$ cat config.mk
export PLATFORM = sky130hd
export DESIGN_NAME = tga_rle_pixel_decoder_core
export DESIGN_NICKNAME = d
export VERILOG_FILES = /design/src/hw/rtl/tgarle_pkg.sv /design/src/hw/rtl/tgarle_cfg.sv /design/src/hw/rtl/tgarle_decode.sv /design/src/hw/rtl/tga_rle_pixel_decoder_core.sv
export SDC_FILE = /design/constraint.sdc
export NUM_CORES = 2
export LEC_CHECK = 0
export BUFFER_PORTS_ARGS = -buffer_cell sky130_fd_sc_hd__buf_2
export CAP_MARGIN = 20
export CORE_ASPECT_RATIO = 0.6
export CORE_MARGIN = 2
export CORE_UTILIZATION = 70
export CTS_CLUSTER_DIAMETER = 120
export DETAILED_ROUTE_END_ITERATION = 6
export GPL_TIMING_DRIVEN = 0
export PLACE_DENSITY = 0.95
export SYNTH_ARGS = -nofsm -noshare
export SYNTH_HDL_FRONTEND = slang
export SYNTH_SLANG_ARGS = --single-unit
$ cat constraint.sdc
create_clock -name clock -period 23.1 [get_ports clock]
set_input_delay 1.155 -clock clock [delete_from_list [all_inputs] [get_ports clock]]
set_output_delay 1.155 -clock clock [all_outputs]
set_load 0.02 [all_outputs]
$ cat src/hw/rtl/tgarle_pkg.sv
`timescale 1ns / 1ps

package tgarle_pkg;

   // image size arithmetic
   localparam int DIM_BITS = 16;
   localparam int TOTAL_W  = 2 * DIM_BITS;
   localparam int PIX_W    = 32;
   localparam int REG_W    = 16;

   // packet header decoding
   localparam logic [7:0] RAW_LIMIT = 8'd128;
   localparam logic [7:0] RUN_BIAS  = 8'd127;

   // colour byte layout
   localparam logic [2:0] BPP_WITH_ALPHA = 3'd4;
   localparam logic [1:0] LAST_IDX_RGB   = 2'd2;
   localparam logic [1:0] LAST_IDX_RGBA  = 2'd3;

   // register indexes
   localparam logic [1:0] CSR_BYTES_PER_PIXEL = 2'd0;
   localparam logic [1:0] CSR_IMAGE_WIDTH     = 2'd1;
   localparam logic [1:0] CSR_IMAGE_HEIGHT    = 2'd2;

   // settings seen by the decoder
   typedef struct packed {
      logic                 has_alpha;
      logic [TOTAL_W-1:0]   total_pixels;
   } cfg_type;

endpackage

$ cat src/hw/rtl/tgarle_cfg.sv
`timescale 1ns / 1ps

module tgarle_cfg (
   input  logic                         clock,
   input  logic                         reset,
   input  logic                         csr_we,
   input  logic [1:0]                   csr_addr,
   input  logic [tgarle_pkg::REG_W-1:0] csr_wdata,
   output tgarle_pkg::cfg_type          cfg
);

   logic                                 has_alpha_ff;
   logic [tgarle_pkg::DIM_BITS-1:0]      width_ff;
   logic [tgarle_pkg::DIM_BITS-1:0]      height_ff;
   logic [tgarle_pkg::TOTAL_W-1:0]       total_ff;
   logic [tgarle_pkg::DIM_BITS-1:0]      wdata_dim;

   assign wdata_dim = csr_wdata[tgarle_pkg::DIM_BITS-1:0];

   // size registers and the pixel total, updated on the same edge as the write
   always_ff @(posedge clock) begin
      if (reset) begin
         has_alpha_ff <= 1'b0;
         width_ff     <= tgarle_pkg::DIM_BITS'(1);
         height_ff    <= tgarle_pkg::DIM_BITS'(1);
         total_ff     <= tgarle_pkg::TOTAL_W'(1);
      end else if (csr_we) begin
         case (csr_addr)
            tgarle_pkg::CSR_BYTES_PER_PIXEL: begin
               has_alpha_ff <= (csr_wdata[2:0] == tgarle_pkg::BPP_WITH_ALPHA);
            end
            tgarle_pkg::CSR_IMAGE_WIDTH: begin
               width_ff <= wdata_dim;
               total_ff <= tgarle_pkg::TOTAL_W'(wdata_dim) *
                           tgarle_pkg::TOTAL_W'(height_ff);
            end
            tgarle_pkg::CSR_IMAGE_HEIGHT: begin
               height_ff <= wdata_dim;
               total_ff  <= tgarle_pkg::TOTAL_W'(width_ff) *
                            tgarle_pkg::TOTAL_W'(wdata_dim);
            end
            default: begin
            end
         endcase
      end
   end

   assign cfg.has_alpha    = has_alpha_ff;
   assign cfg.total_pixels = total_ff;

endmodule

$ cat src/hw/rtl/tgarle_decode.sv
`timescale 1ns / 1ps

module tgarle_decode (
   input  logic                clock,
   input  logic                reset,
   input  tgarle_pkg::cfg_type cfg,
   input  logic                req_tvalid,
   output logic                req_tready,
   input  logic [7:0]          req_tdata,
   input  logic                req_tuser,
   output logic                rsp_tvalid,
   input  logic                rsp_tready,
   output logic [39:0]         rsp_tdata,
   output logic                rsp_tlast,
   output logic                rsp_tuser
);

   // input register
   logic       in_valid_ff;
   logic [7:0] in_byte_ff;
   logic       in_first_ff;
   logic       go;

   // decoder state
   logic                         phase_ff,   phase_in;
   logic                         run_ff,     run_in;
   logic [7:0]                   left_ff,    left_in;
   logic [1:0]                   idx_ff,     idx_in;
   logic [7:0]                   buf0_ff,    buf0_in;
   logic [7:0]                   buf1_ff,    buf1_in;
   logic [7:0]                   buf2_ff,    buf2_in;
   logic [tgarle_pkg::PIX_W-1:0] decoded_ff, decoded_in;
   logic                         fin_ff,     fin_in;

   // result register
   logic       rsp_valid_ff, rsp_valid_in;
   logic [7:0] red_ff,    red_in;
   logic [7:0] green_ff,  green_in;
   logic [7:0] blue_ff,   blue_in;
   logic [7:0] alpha_ff,  alpha_in;
   logic [7:0] repeat_ff, repeat_in;
   logic       done_ff,   done_in;
   logic       ovf_ff,    ovf_in;

   // working values
   logic                         e_phase, e_run, e_fin;
   logic [7:0]                   e_left, e_buf0, e_buf1, e_buf2;
   logic [1:0]                   e_idx;
   logic [tgarle_pkg::PIX_W-1:0] e_decoded;
   logic [1:0]                   last_idx;
   logic [7:0]                   hdr_count, pix_count, add_count;
   logic [tgarle_pkg::PIX_W:0]   sum_wide;
   logic [tgarle_pkg::PIX_W:0]   total_wide;

   // the decoder moves when the result slot is free or being emptied
   assign go         = in_valid_ff && (!rsp_valid_ff || rsp_tready);
   assign req_tready = !in_valid_ff || go;

   always_ff @(posedge clock) begin
      if (reset) begin
         in_valid_ff <= 1'b0;
      end else if (req_tvalid && req_tready) begin
         in_valid_ff <= 1'b1;
      end else if (go) begin
         in_valid_ff <= 1'b0;
      end
   end

   always_ff @(posedge clock) begin
      if (req_tvalid && req_tready) begin
         in_byte_ff  <= req_tdata;
         in_first_ff <= req_tuser;
      end
   end

   // a first-of-image mark clears the state before the byte is taken
   always_comb begin
      e_phase   = in_first_ff ? 1'b0 : phase_ff;
      e_run     = in_first_ff ? 1'b0 : run_ff;
      e_left    = in_first_ff ? 8'd0 : left_ff;
      e_idx     = in_first_ff ? 2'd0 : idx_ff;
      e_buf0    = in_first_ff ? 8'd0 : buf0_ff;
      e_buf1    = in_first_ff ? 8'd0 : buf1_ff;
      e_buf2    = in_first_ff ? 8'd0 : buf2_ff;
      e_decoded = in_first_ff ? '0 : decoded_ff;
      e_fin     = in_first_ff ? 1'b0 : fin_ff;
   end

   // header count, pixel count and the running pixel total
   always_comb begin
      last_idx   = cfg.has_alpha ? tgarle_pkg::LAST_IDX_RGBA : tgarle_pkg::LAST_IDX_RGB;
      hdr_count  = (in_byte_ff < tgarle_pkg::RAW_LIMIT) ? (in_byte_ff + 8'd1)
                                                        : (in_byte_ff - tgarle_pkg::RUN_BIAS);
      pix_count  = e_run ? e_left : 8'd1;
      add_count  = e_phase ? pix_count : hdr_count;
      sum_wide   = {1'b0, e_decoded} + (tgarle_pkg::PIX_W + 1)'(add_count);
      total_wide = (tgarle_pkg::PIX_W + 1)'(cfg.total_pixels);
   end

   // packet decoding
   always_comb begin
      phase_in     = e_phase;
      run_in       = e_run;
      left_in      = e_left;
      idx_in       = e_idx;
      buf0_in      = e_buf0;
      buf1_in      = e_buf1;
      buf2_in      = e_buf2;
      decoded_in   = e_decoded;
      fin_in       = e_fin;
      rsp_valid_in = 1'b0;
      red_in       = 8'd0;
      green_in     = 8'd0;
      blue_in      = 8'd0;
      alpha_in     = 8'd0;
      repeat_in    = 8'd0;
      done_in      = 1'b0;
      ovf_in       = 1'b0;
      if (!e_fin) begin
         if (!e_phase) begin
            // packet header
            if (sum_wide > total_wide) begin
               rsp_valid_in = 1'b1;
               ovf_in       = 1'b1;
               fin_in       = 1'b1;
            end else begin
               run_in   = in_byte_ff[7];
               left_in  = hdr_count;
               idx_in   = 2'd0;
               phase_in = 1'b1;
            end
         end else if (e_idx < last_idx) begin
            // colour byte other than the last
            case (e_idx)
               2'd0:    buf0_in = in_byte_ff;
               2'd1:    buf1_in = in_byte_ff;
               2'd2:    buf2_in = in_byte_ff;
               default: begin
               end
            endcase
            idx_in = e_idx + 2'd1;
         end else begin
            // final colour byte completes the pixel
            if (!cfg.has_alpha) begin
               buf2_in = in_byte_ff;
            end
            rsp_valid_in = 1'b1;
            red_in       = cfg.has_alpha ? e_buf2 : in_byte_ff;
            green_in     = e_buf1;
            blue_in      = e_buf0;
            alpha_in     = cfg.has_alpha ? in_byte_ff : 8'd0;
            repeat_in    = pix_count;
            decoded_in   = sum_wide[tgarle_pkg::PIX_W-1:0];
            idx_in       = 2'd0;
            if (e_run || (e_left <= 8'd1)) begin
               left_in  = 8'd0;
               phase_in = 1'b0;
            end else begin
               left_in = e_left - 8'd1;
            end
            done_in = (sum_wide[tgarle_pkg::PIX_W-1:0] >=
                       tgarle_pkg::PIX_W'(cfg.total_pixels));
            fin_in  = done_in;
         end
      end
   end

   // state registers
   always_ff @(posedge clock) begin
      if (reset) begin
         phase_ff   <= 1'b0;
         run_ff     <= 1'b0;
         left_ff    <= 8'd0;
         idx_ff     <= 2'd0;
         buf0_ff    <= 8'd0;
         buf1_ff    <= 8'd0;
         buf2_ff    <= 8'd0;
         decoded_ff <= '0;
         fin_ff     <= 1'b0;
      end else if (go) begin
         phase_ff   <= phase_in;
         run_ff     <= run_in;
         left_ff    <= left_in;
         idx_ff     <= idx_in;
         buf0_ff    <= buf0_in;
         buf1_ff    <= buf1_in;
         buf2_ff    <= buf2_in;
         decoded_ff <= decoded_in;
         fin_ff     <= fin_in;
      end
   end

   // result register
   always_ff @(posedge clock) begin
      if (reset) begin
         rsp_valid_ff <= 1'b0;
      end else if (go) begin
         rsp_valid_ff <= rsp_valid_in;
      end else if (rsp_tready) begin
         rsp_valid_ff <= 1'b0;
      end
   end

   always_ff @(posedge clock) begin
      if (go && rsp_valid_in) begin
         red_ff    <= red_in;
         green_ff  <= green_in;
         blue_ff   <= blue_in;
         alpha_ff  <= alpha_in;
         repeat_ff <= repeat_in;
         done_ff   <= done_in;
         ovf_ff    <= ovf_in;
      end
   end

   assign rsp_tvalid = rsp_valid_ff;
   assign rsp_tdata  = {repeat_ff, alpha_ff, blue_ff, green_ff, red_ff};
   assign rsp_tlast  = done_ff;
   assign rsp_tuser  = ovf_ff;

   // overflow result carries no pixels and never completes the image
   a_ovf_shape: assert property (@(posedge clock) disable iff (reset)
      (rsp_valid_ff && ovf_ff) |-> (repeat_ff == 8'd0 && !done_ff))
      else $error("overflow result with pixel count or done flag");

   // completion or overflow stops the decoder
   a_fin_after_end: assert property (@(posedge clock) disable iff (reset)
      (go && rsp_valid_in && (done_in || ovf_in)) |=> fin_ff)
      else $error("decoder not stopped after image end");

   // waiting for a header means no packet is open
   a_header_idle: assert property (@(posedge clock) disable iff (reset)
      !phase_ff |-> (idx_ff == 2'd0 && left_ff == 8'd0))
      else $error("packet state left over while waiting for header");

endmodule

$ cat src/hw/rtl/tga_rle_pixel_decoder_core.sv
`timescale 1ns / 1ps

// TGA run-length packet decoder. Takes one packet byte per cycle on req_
// (first_of_image on req_tuser restarts the image) and returns one request on
// rsp_ for each raw pixel and one for each run packet, colour in R,G,B,A order
// with its repeat count; rsp_tlast marks the request that completes
// width*height pixels and rsp_tuser marks the overflow abort. A byte passes an
// input register and then a result register before its result shows on rsp_,
// and bytes stream at one per cycle for as long as the result side keeps up.
// The width*height product is formed on the clock edge of the size write, so
// no settling time is needed after configuration.

module tga_rle_pixel_decoder_core (
   input  logic                         clock,
   input  logic                         reset,
   // configuration
   input  logic                         csr_we,
   input  logic [1:0]                   csr_addr,
   input  logic [tgarle_pkg::REG_W-1:0] csr_wdata,
   // packet byte requests
   input  logic                         req_tvalid,
   output logic                         req_tready,
   input  logic [7:0]                   req_tdata,   // in_byte
   input  logic                         req_tuser,   // first_of_image
   // pixel result requests
   output logic                         rsp_tvalid,
   input  logic                         rsp_tready,
   output logic [39:0]                  rsp_tdata,   // red, green, blue, alpha, repeat_count
   output logic                         rsp_tlast,   // image_done
   output logic                         rsp_tuser    // overflow_error
);

   tgarle_pkg::cfg_type cfg;

   // configuration registers and pixel total
   tgarle_cfg u_cfg (
      .clock     (clock),
      .reset     (reset),
      .csr_we    (csr_we),
      .csr_addr  (csr_addr),
      .csr_wdata (csr_wdata),
      .cfg       (cfg)
   );

   // packet decoder
   tgarle_decode u_decode (
      .clock      (clock),
      .reset      (reset),
      .cfg        (cfg),
      .req_tvalid (req_tvalid),
      .req_tready (req_tready),
      .req_tdata  (req_tdata),
      .req_tuser  (req_tuser),
      .rsp_tvalid (rsp_tvalid),
      .rsp_tready (rsp_tready),
      .rsp_tdata  (rsp_tdata),
      .rsp_tlast  (rsp_tlast),
      .rsp_tuser  (rsp_tuser)
   );

endmodule

After elaboration in Yosys (flattened, before gate mapping). Cells that the tools add are included.

Logic and storage cells: 122. Memories kept: 0. Bits of input ports: 32. Memory bits (writable): 0. Output and inout port bits: 44. Bits in registers: 187. Memory bits (read-only): 0. Latch bits: 0.

Multipliers: 2. Divide/modulo/power cells: 0. Equality and inequality tests: 5. Order comparisons: 5. Shift-type cells: 0. Reductions and logical operators: 21. $add $sub $neg: 5. Bitwise gates (word level): 2. Multiplexer cells: 58.

Operator list (number): $mux 8 (25); $mux 32 (4); $mul 16x16->32 (2); $pmux 32 s2 (1); $add 32x8->33 (1); $gt 33x32->1 (1); $ge 32x32->1 (1); $mux 1 (23); $mux 2 (5); $add 8x1->8 const B (1); $le 8x1->1 const B (1); $lt 8x8->1 const B (1); $reduce_and 2->1 (4); $sub 8x1->8 const B (1); $sub 8x7->8 const B (1); $reduce_bool 2->1 (3); $eq 2x1->1 const B (2); $eq 2x2->1 const B (2); $logic_not 2->1 (2); $reduce_or 2->1 (2); $reduce_or 4->1 (1); $eq 3x3->1 const B (1); $logic_and 1x1->1 (3); $logic_or 1x1->1 (3); 5 further kinds (7).

Longest topological paths before layout.
Depth in word-level cells: 9. Depth in mapped cells: 28. Gate-level depth less buffers: 25.

By module. Synthesis repeated with hierarchy kept, for this count alone.

Cell total of the unflattened synthesis: 3259. Area, all modules: 27655.3 µm².

By module, submodules not included: tgarle_cfg (sequential area each 1301.2 µm², area each 19857.8 µm², cells an instance 2337, instances 1); tgarle_decode (sequential area each 2952.8 µm², area each 7797.5 µm², cells an instance 922, instances 1).

Worst setup path before layout. Ideal clock, no wire load.

Path kind: reg-to-reg. Start point: register u_decode.in_first_ff. End point: register u_decode.alpha_ff[0], enable pin. Data required time: 22.598 ns. Period minus slack after synthesis: 8.322 ns. Setup slack: 14.778 ns. Arrival: 7.820 ns. Stages on the path, launching flop included: 24. Buffers on the path: 4. Library setup time: 0.502 ns. Cells stage by stage: edfxtp_1 -> clkbuf_1 -> clkbuf_1 -> clkbuf_1 -> clkbuf_1 -> nand2b_1 -> inv_1 -> ha_1 -> a21o_1 -> a21oi_1 -> o21a_1 -> o41a_1 -> nor2_2 -> and3_1 -> xnor2_1 -> nor2_1 -> ha_1 -> and3_1 -> a221o_1 -> nor2_1 -> nor4b_1 -> o31a_1 -> or2_2 -> o21ai_0.

Word-level cells in the longest chain between the ends: 9.

RTL lines: start, declared (line tgarle_decode.sv:21) `logic in_first_ff;`; start signal, assigned (line tgarle_decode.sv:72) `in_first_ff <= req_tuser;`; $mux 8 or $mux 1 (tied branches) (line tgarle_decode.sv:80, tgarle_decode.sv:79); $mux 8 (line tgarle_decode.sv:94) `pix_count = e_run ? e_left : 8'd1;`; $mux 8 (line tgarle_decode.sv:95) `add_count = e_phase ? pix_count : hdr_count;`; $add 32x8->33 (line tgarle_decode.sv:96) `sum_wide = {1'b0, e_decoded} + (tgarle_pkg::PIX_W + 1)'(add_count);`; $gt 33x32->1 (line tgarle_decode.sv:122) `if (sum_wide > total_wide) begin`; $mux 1 (line tgarle_decode.sv:122); $mux 1 (line tgarle_decode.sv:120) `if (!e_phase) begin`; $mux 1 (*) (line tgarle_decode.sv:119) `if (!e_fin) begin`; $logic_and 1x1->1 (*) (line tgarle_decode.sv:205) `if (go && rsp_valid_in) begin`; end signal, assigned (line tgarle_decode.sv:209) `alpha_ff <= alpha_in;`; end, declared (line tgarle_decode.sv:40) `logic [7:0] alpha_ff, alpha_in;`.

Every way passes the cells marked *; elsewhere a longest branch is shown, timed or not. A chain may end at the register's enable or synchronous reset.

Worst setup path after layout.
Start point: register u_decode.in_first_ff. End point: register u_decode.green_ff[3], enable pin.

Word-level cells in the longest chain between the ends: 9.

RTL lines: $mux 8 or $mux 1 (tied branches) (line tgarle_decode.sv:80, tgarle_decode.sv:79); $mux 8 (line tgarle_decode.sv:94); $mux 8 (line tgarle_decode.sv:95); $add 32x8->33 (line tgarle_decode.sv:96); $gt 33x32->1 (line tgarle_decode.sv:122); $mux 1 (line tgarle_decode.sv:122); $mux 1 (line tgarle_decode.sv:120); $mux 1 (*) (line tgarle_decode.sv:119); $logic_and 1x1->1 (*) (line tgarle_decode.sv:205); end signal, assigned (line tgarle_decode.sv:207) `green_ff <= green_in;`; end, declared (line tgarle_decode.sv:38) `logic [7:0] green_ff, green_in;`.

Marked as above.

==> flow_summary.yaml <==
die:
  initial_core_util: 0.710
  die_width_microns: 257
  core-area_sq_mm: 0.0377
  pin_count: 76
  die_y_microns: 156
  rows: 55
  die-area_sq_mm: 0.0399
cts:
  cts_resized: 0
  root_buffer: "clkbuf_16"
  cts_tree: "yes"
  cts.htree.levels: 4
  insertion_delay_ns: 0.48
  clk_pin_slew_ns: 0.09
  ctsHoldBuffers: 0
  cts_buffers: 17
  clock_path_buffers: 2
  cts_setup_buffers: 0
  clkSinkCount: 187
logic_synthesis:
  synthTopCellsByArea: "fa_1 (29%), ha_1 (12%), dfxtp_1 (10%)"
  synth_top_area_cell: "fa_1"
  ys_ff_latch: 187
  synth_edf_count: 51
  synthTopCellsByCount: "inv_1 (509), nand2_1 (425), fa_1 (389), and2_1 (262), ha_1 (257)"
  ys.flop_type: "dfxtp_1"
  avgSynthCellArea_sq_um: 8.59
  synth_top_cell_area_share: 0.291
  synth_cell_types: 72
  syn-num-nets: 3795
  netlist_area_sq_mm: 0.0268
  seq_area_frac_synth: 0.159
  syn_inst: 3117
  async_flop_share: 0
  synth.most_common_cell: "inv_1"
  ys_warn_count: 0
placed_design:
  gp_congestion: 1.01
  place_inst: 3704
  dp_hpwl_mm: 70.3
  pre_cts_slack_ns: 14.64
  port_buffers: 73
worst_setup_path:
  crit_slowest_cell: "clkbuf_1"
  endpoint: "u_decode.green_ff[3]$_SDFFCE_PP0P_"
  worst_setup_path_end_kind: "register"
  cp-start-kind: "register"
  arrival_ns: 8.70
  path_max_fanout: 34
  r2r_slack_ns: 14.58
  path_common_cell: "clkbuf_1"
  path_buf_inv: 6
  slowest_delay_ns: 0.72
  critPathLaunch: "u_decode.in_first_ff$_DFFE_PP_"
  reg2reg_to: "u_decode.green_ff[3]$_SDFFCE_PP0P_"
  reg2reg_depth: 25
  crit_type: "reg2reg"
  cp.required_ns: 23.27
  crit_family: "buffers and inverters"
  critical_path_depth: 25
  worst_r2r_startpoint: "u_decode.in_first_ff$_DFFE_PP_"
sta:
  hold_viol: 0
  worst_slew_pin_slew_ns: 0.989
  relSlewSlack: 0.335
  fin_tns_setup_ns: 0
  fin_skew_ns: 0.0181
  rsz0062_at_grt: "no"
  maxSlewViolCount: 0
  fin_crit_sh: 0.369
  fmax_ghz: 0.117
  min_period_ns: 8.52
  setup_ws_ns: 14.58
  finalSetupViolations: 0
worst_hold_path:
  hold_path_class: "reg2reg"
  hold_depth: 2
  min_from: "u_cfg.total_ff[5]$_SDFFE_PP0P_"
detailed_routing:
  postRouteAntennaNets: 0
  first_iter_violations: 3653
  routedWlPerCell_microns: 23.0
  routed_wl_mm: 85.9
  drtPass1Iterations: 7
  drc: 12
  num_vias: 23900
  viasPerCell: 6.39
power:
  ir_drop_mv: 0.0671
  pwr-share-comb: 0.408
  p_leak_nw: 13.7
  p_per_area_mw_per_mm2: 41.1
  seqPwrFrac: 0.307
  power.clock.fraction: 0.285
  switchingPower_w: 0.000505
  p_int_w: 0.000666
  swShare: 0.431
grt:
  grt_pass1_vias: 24200
  grt_max_degree: 35
  grt_util_all_layers: 0.446
  overflow: 0
  grt_pass1_wl_mm: 134
  antenna_found_initial: 5
run_status:
  status: "complete, but fails checks"
  failed_checks: "DRC"
layout:
  finalNetCount: 3890
  area_growth_pct: 6.41
  fin_cells: 3740
  drive_gt1_frac: 0.0403
run:
  maxCapViolCount: 0
==> cell usage in the layout, fill, tap and decap left out, types with 33 or more instances in the layout <==
cell	synthesis	layout
o21ai_0	73	72
inv_1	509	509
a21o_1	50	50
fa_1	389	389
nor2_1	154	154
edfxtp_1	51	51
and2_1	262	262
a21oi_1	150	150
nand2_1	425	425
clkbuf_1	149	149
buf_2	1	75
xnor2_1	55	55
nand3_1	33	33
xor2_1	33	33
ha_1	257	257
nor3_1	33	33
dfxtp_1	136	136
==> worst reg2reg max path: cells and delay by family, from the launching register on <==
family,cells,cell delay (ns)
buffers and inverters,6,2.92
adders and majority gates,2,0.60
xor gates and xnor gates,1,0.14
DFF,1,0.68
and+or+nand+nor,8,1.66
AOI/OAI and AO/OA,8,2.20
==> power by group through the flow <==
stage                     Sequential (W)  Combinational [W]  Clock [W]
after global placement          0.000365           0.000430          0
after global routing            0.000360           0.000517   0.000343
after detailed placement        0.000365           0.000449          0
after floorplan                 0.000358           0.000313          0
after CTS                       0.000358           0.000454   0.000330
final                           0.000360           0.000477   0.000334
==> sequential cells by signal (all words and copies together) (netlist names), 2 cells and up <==
register and flops:
u_cfg.total_ff 32, u_decode.decoded_ff 32, u_cfg.height_ff 16, u_cfg.width_ff 16, u_decode.alpha_ff 8, u_decode.blue_ff 8
u_decode.buf0_ff 8, u_decode.buf1_ff 8, u_decode.buf2_ff 8, u_decode.green_ff 8, u_decode.in_byte_ff 8, u_decode.left_ff 8
u_decode.red_ff 8, u_decode.repeat_ff 8, u_decode.idx_ff 2
==> how the worst min path moves through the flow <==
stage,endpoint
5_1_grt,u_cfg.total_ff[5]$_SDFFE_PP0P_
2_1_floorplan,u_cfg.total_ff[5]$_SDFFE_PP0P_
3_5_place_dp,u_cfg.total_ff[5]$_SDFFE_PP0P_
3_3_place_gp,u_cfg.total_ff[5]$_SDFFE_PP0P_
4_1_cts,u_cfg.total_ff[5]$_SDFFE_PP0P_
6_report,u_cfg.total_ff[5]$_SDFFE_PP0P_
==> routing by layer <==
| layer | track usage | up-vias | part of all wire |
|---|---|---|---|
| met5 | 0 | - | 0.00031 |
| met4 | 0.151 | 4 | 0.036 |
| met3 | 0.218 | 308 | 0.19 |
| met2 | 0.609 | 1870 | 0.39 |
| met1 | 0.615 | 11600 | 0.38 |
| li1 | - | 10100 | - |
==> logic make-up after synthesis <==
logic type / Yosys count / synth area share
buffers and inverters: 664 / 0.0931
adders and majority gates: 646 / 0.411
and+or+nand+nor: 1062 / 0.193
xor gates and xnor gates: 88 / 0.0288
AOI/OAI and AO/OA: 460 / 0.111
DFF: 187 / 0.159
muxes: 10 / 0.00374
==> cell type report <==
type / count / area [sq um]
multi-input combinational: 2266 / 20000
fill: 2755 / 9220
sequential: 187 / 4250
inverter: 509 / 1910
tap: 513 / 642
buffer: 155 / 583
clock buffer: 17 / 425
timing repair buffer: 76 / 402
clock inverter: 15 / 231
antenna: 2 / 5.00
==> through the flow <==
stage          cell area (sq um)  power (W)  hold slack [ns]   util
2_1_floorplan              26800   0.000672            0.436      -
3_3_place_gp               27800   0.000795            0.448  0.737
3_5_place_dp               27800   0.000814            0.455  0.738
4_1_cts                    28500    0.00114            0.467  0.755
5_1_grt                    28500    0.00122            0.488  0.756
6_report                   28500    0.00117            0.471  0.756
No activity file was read; power rests on OpenSTA's default activity.
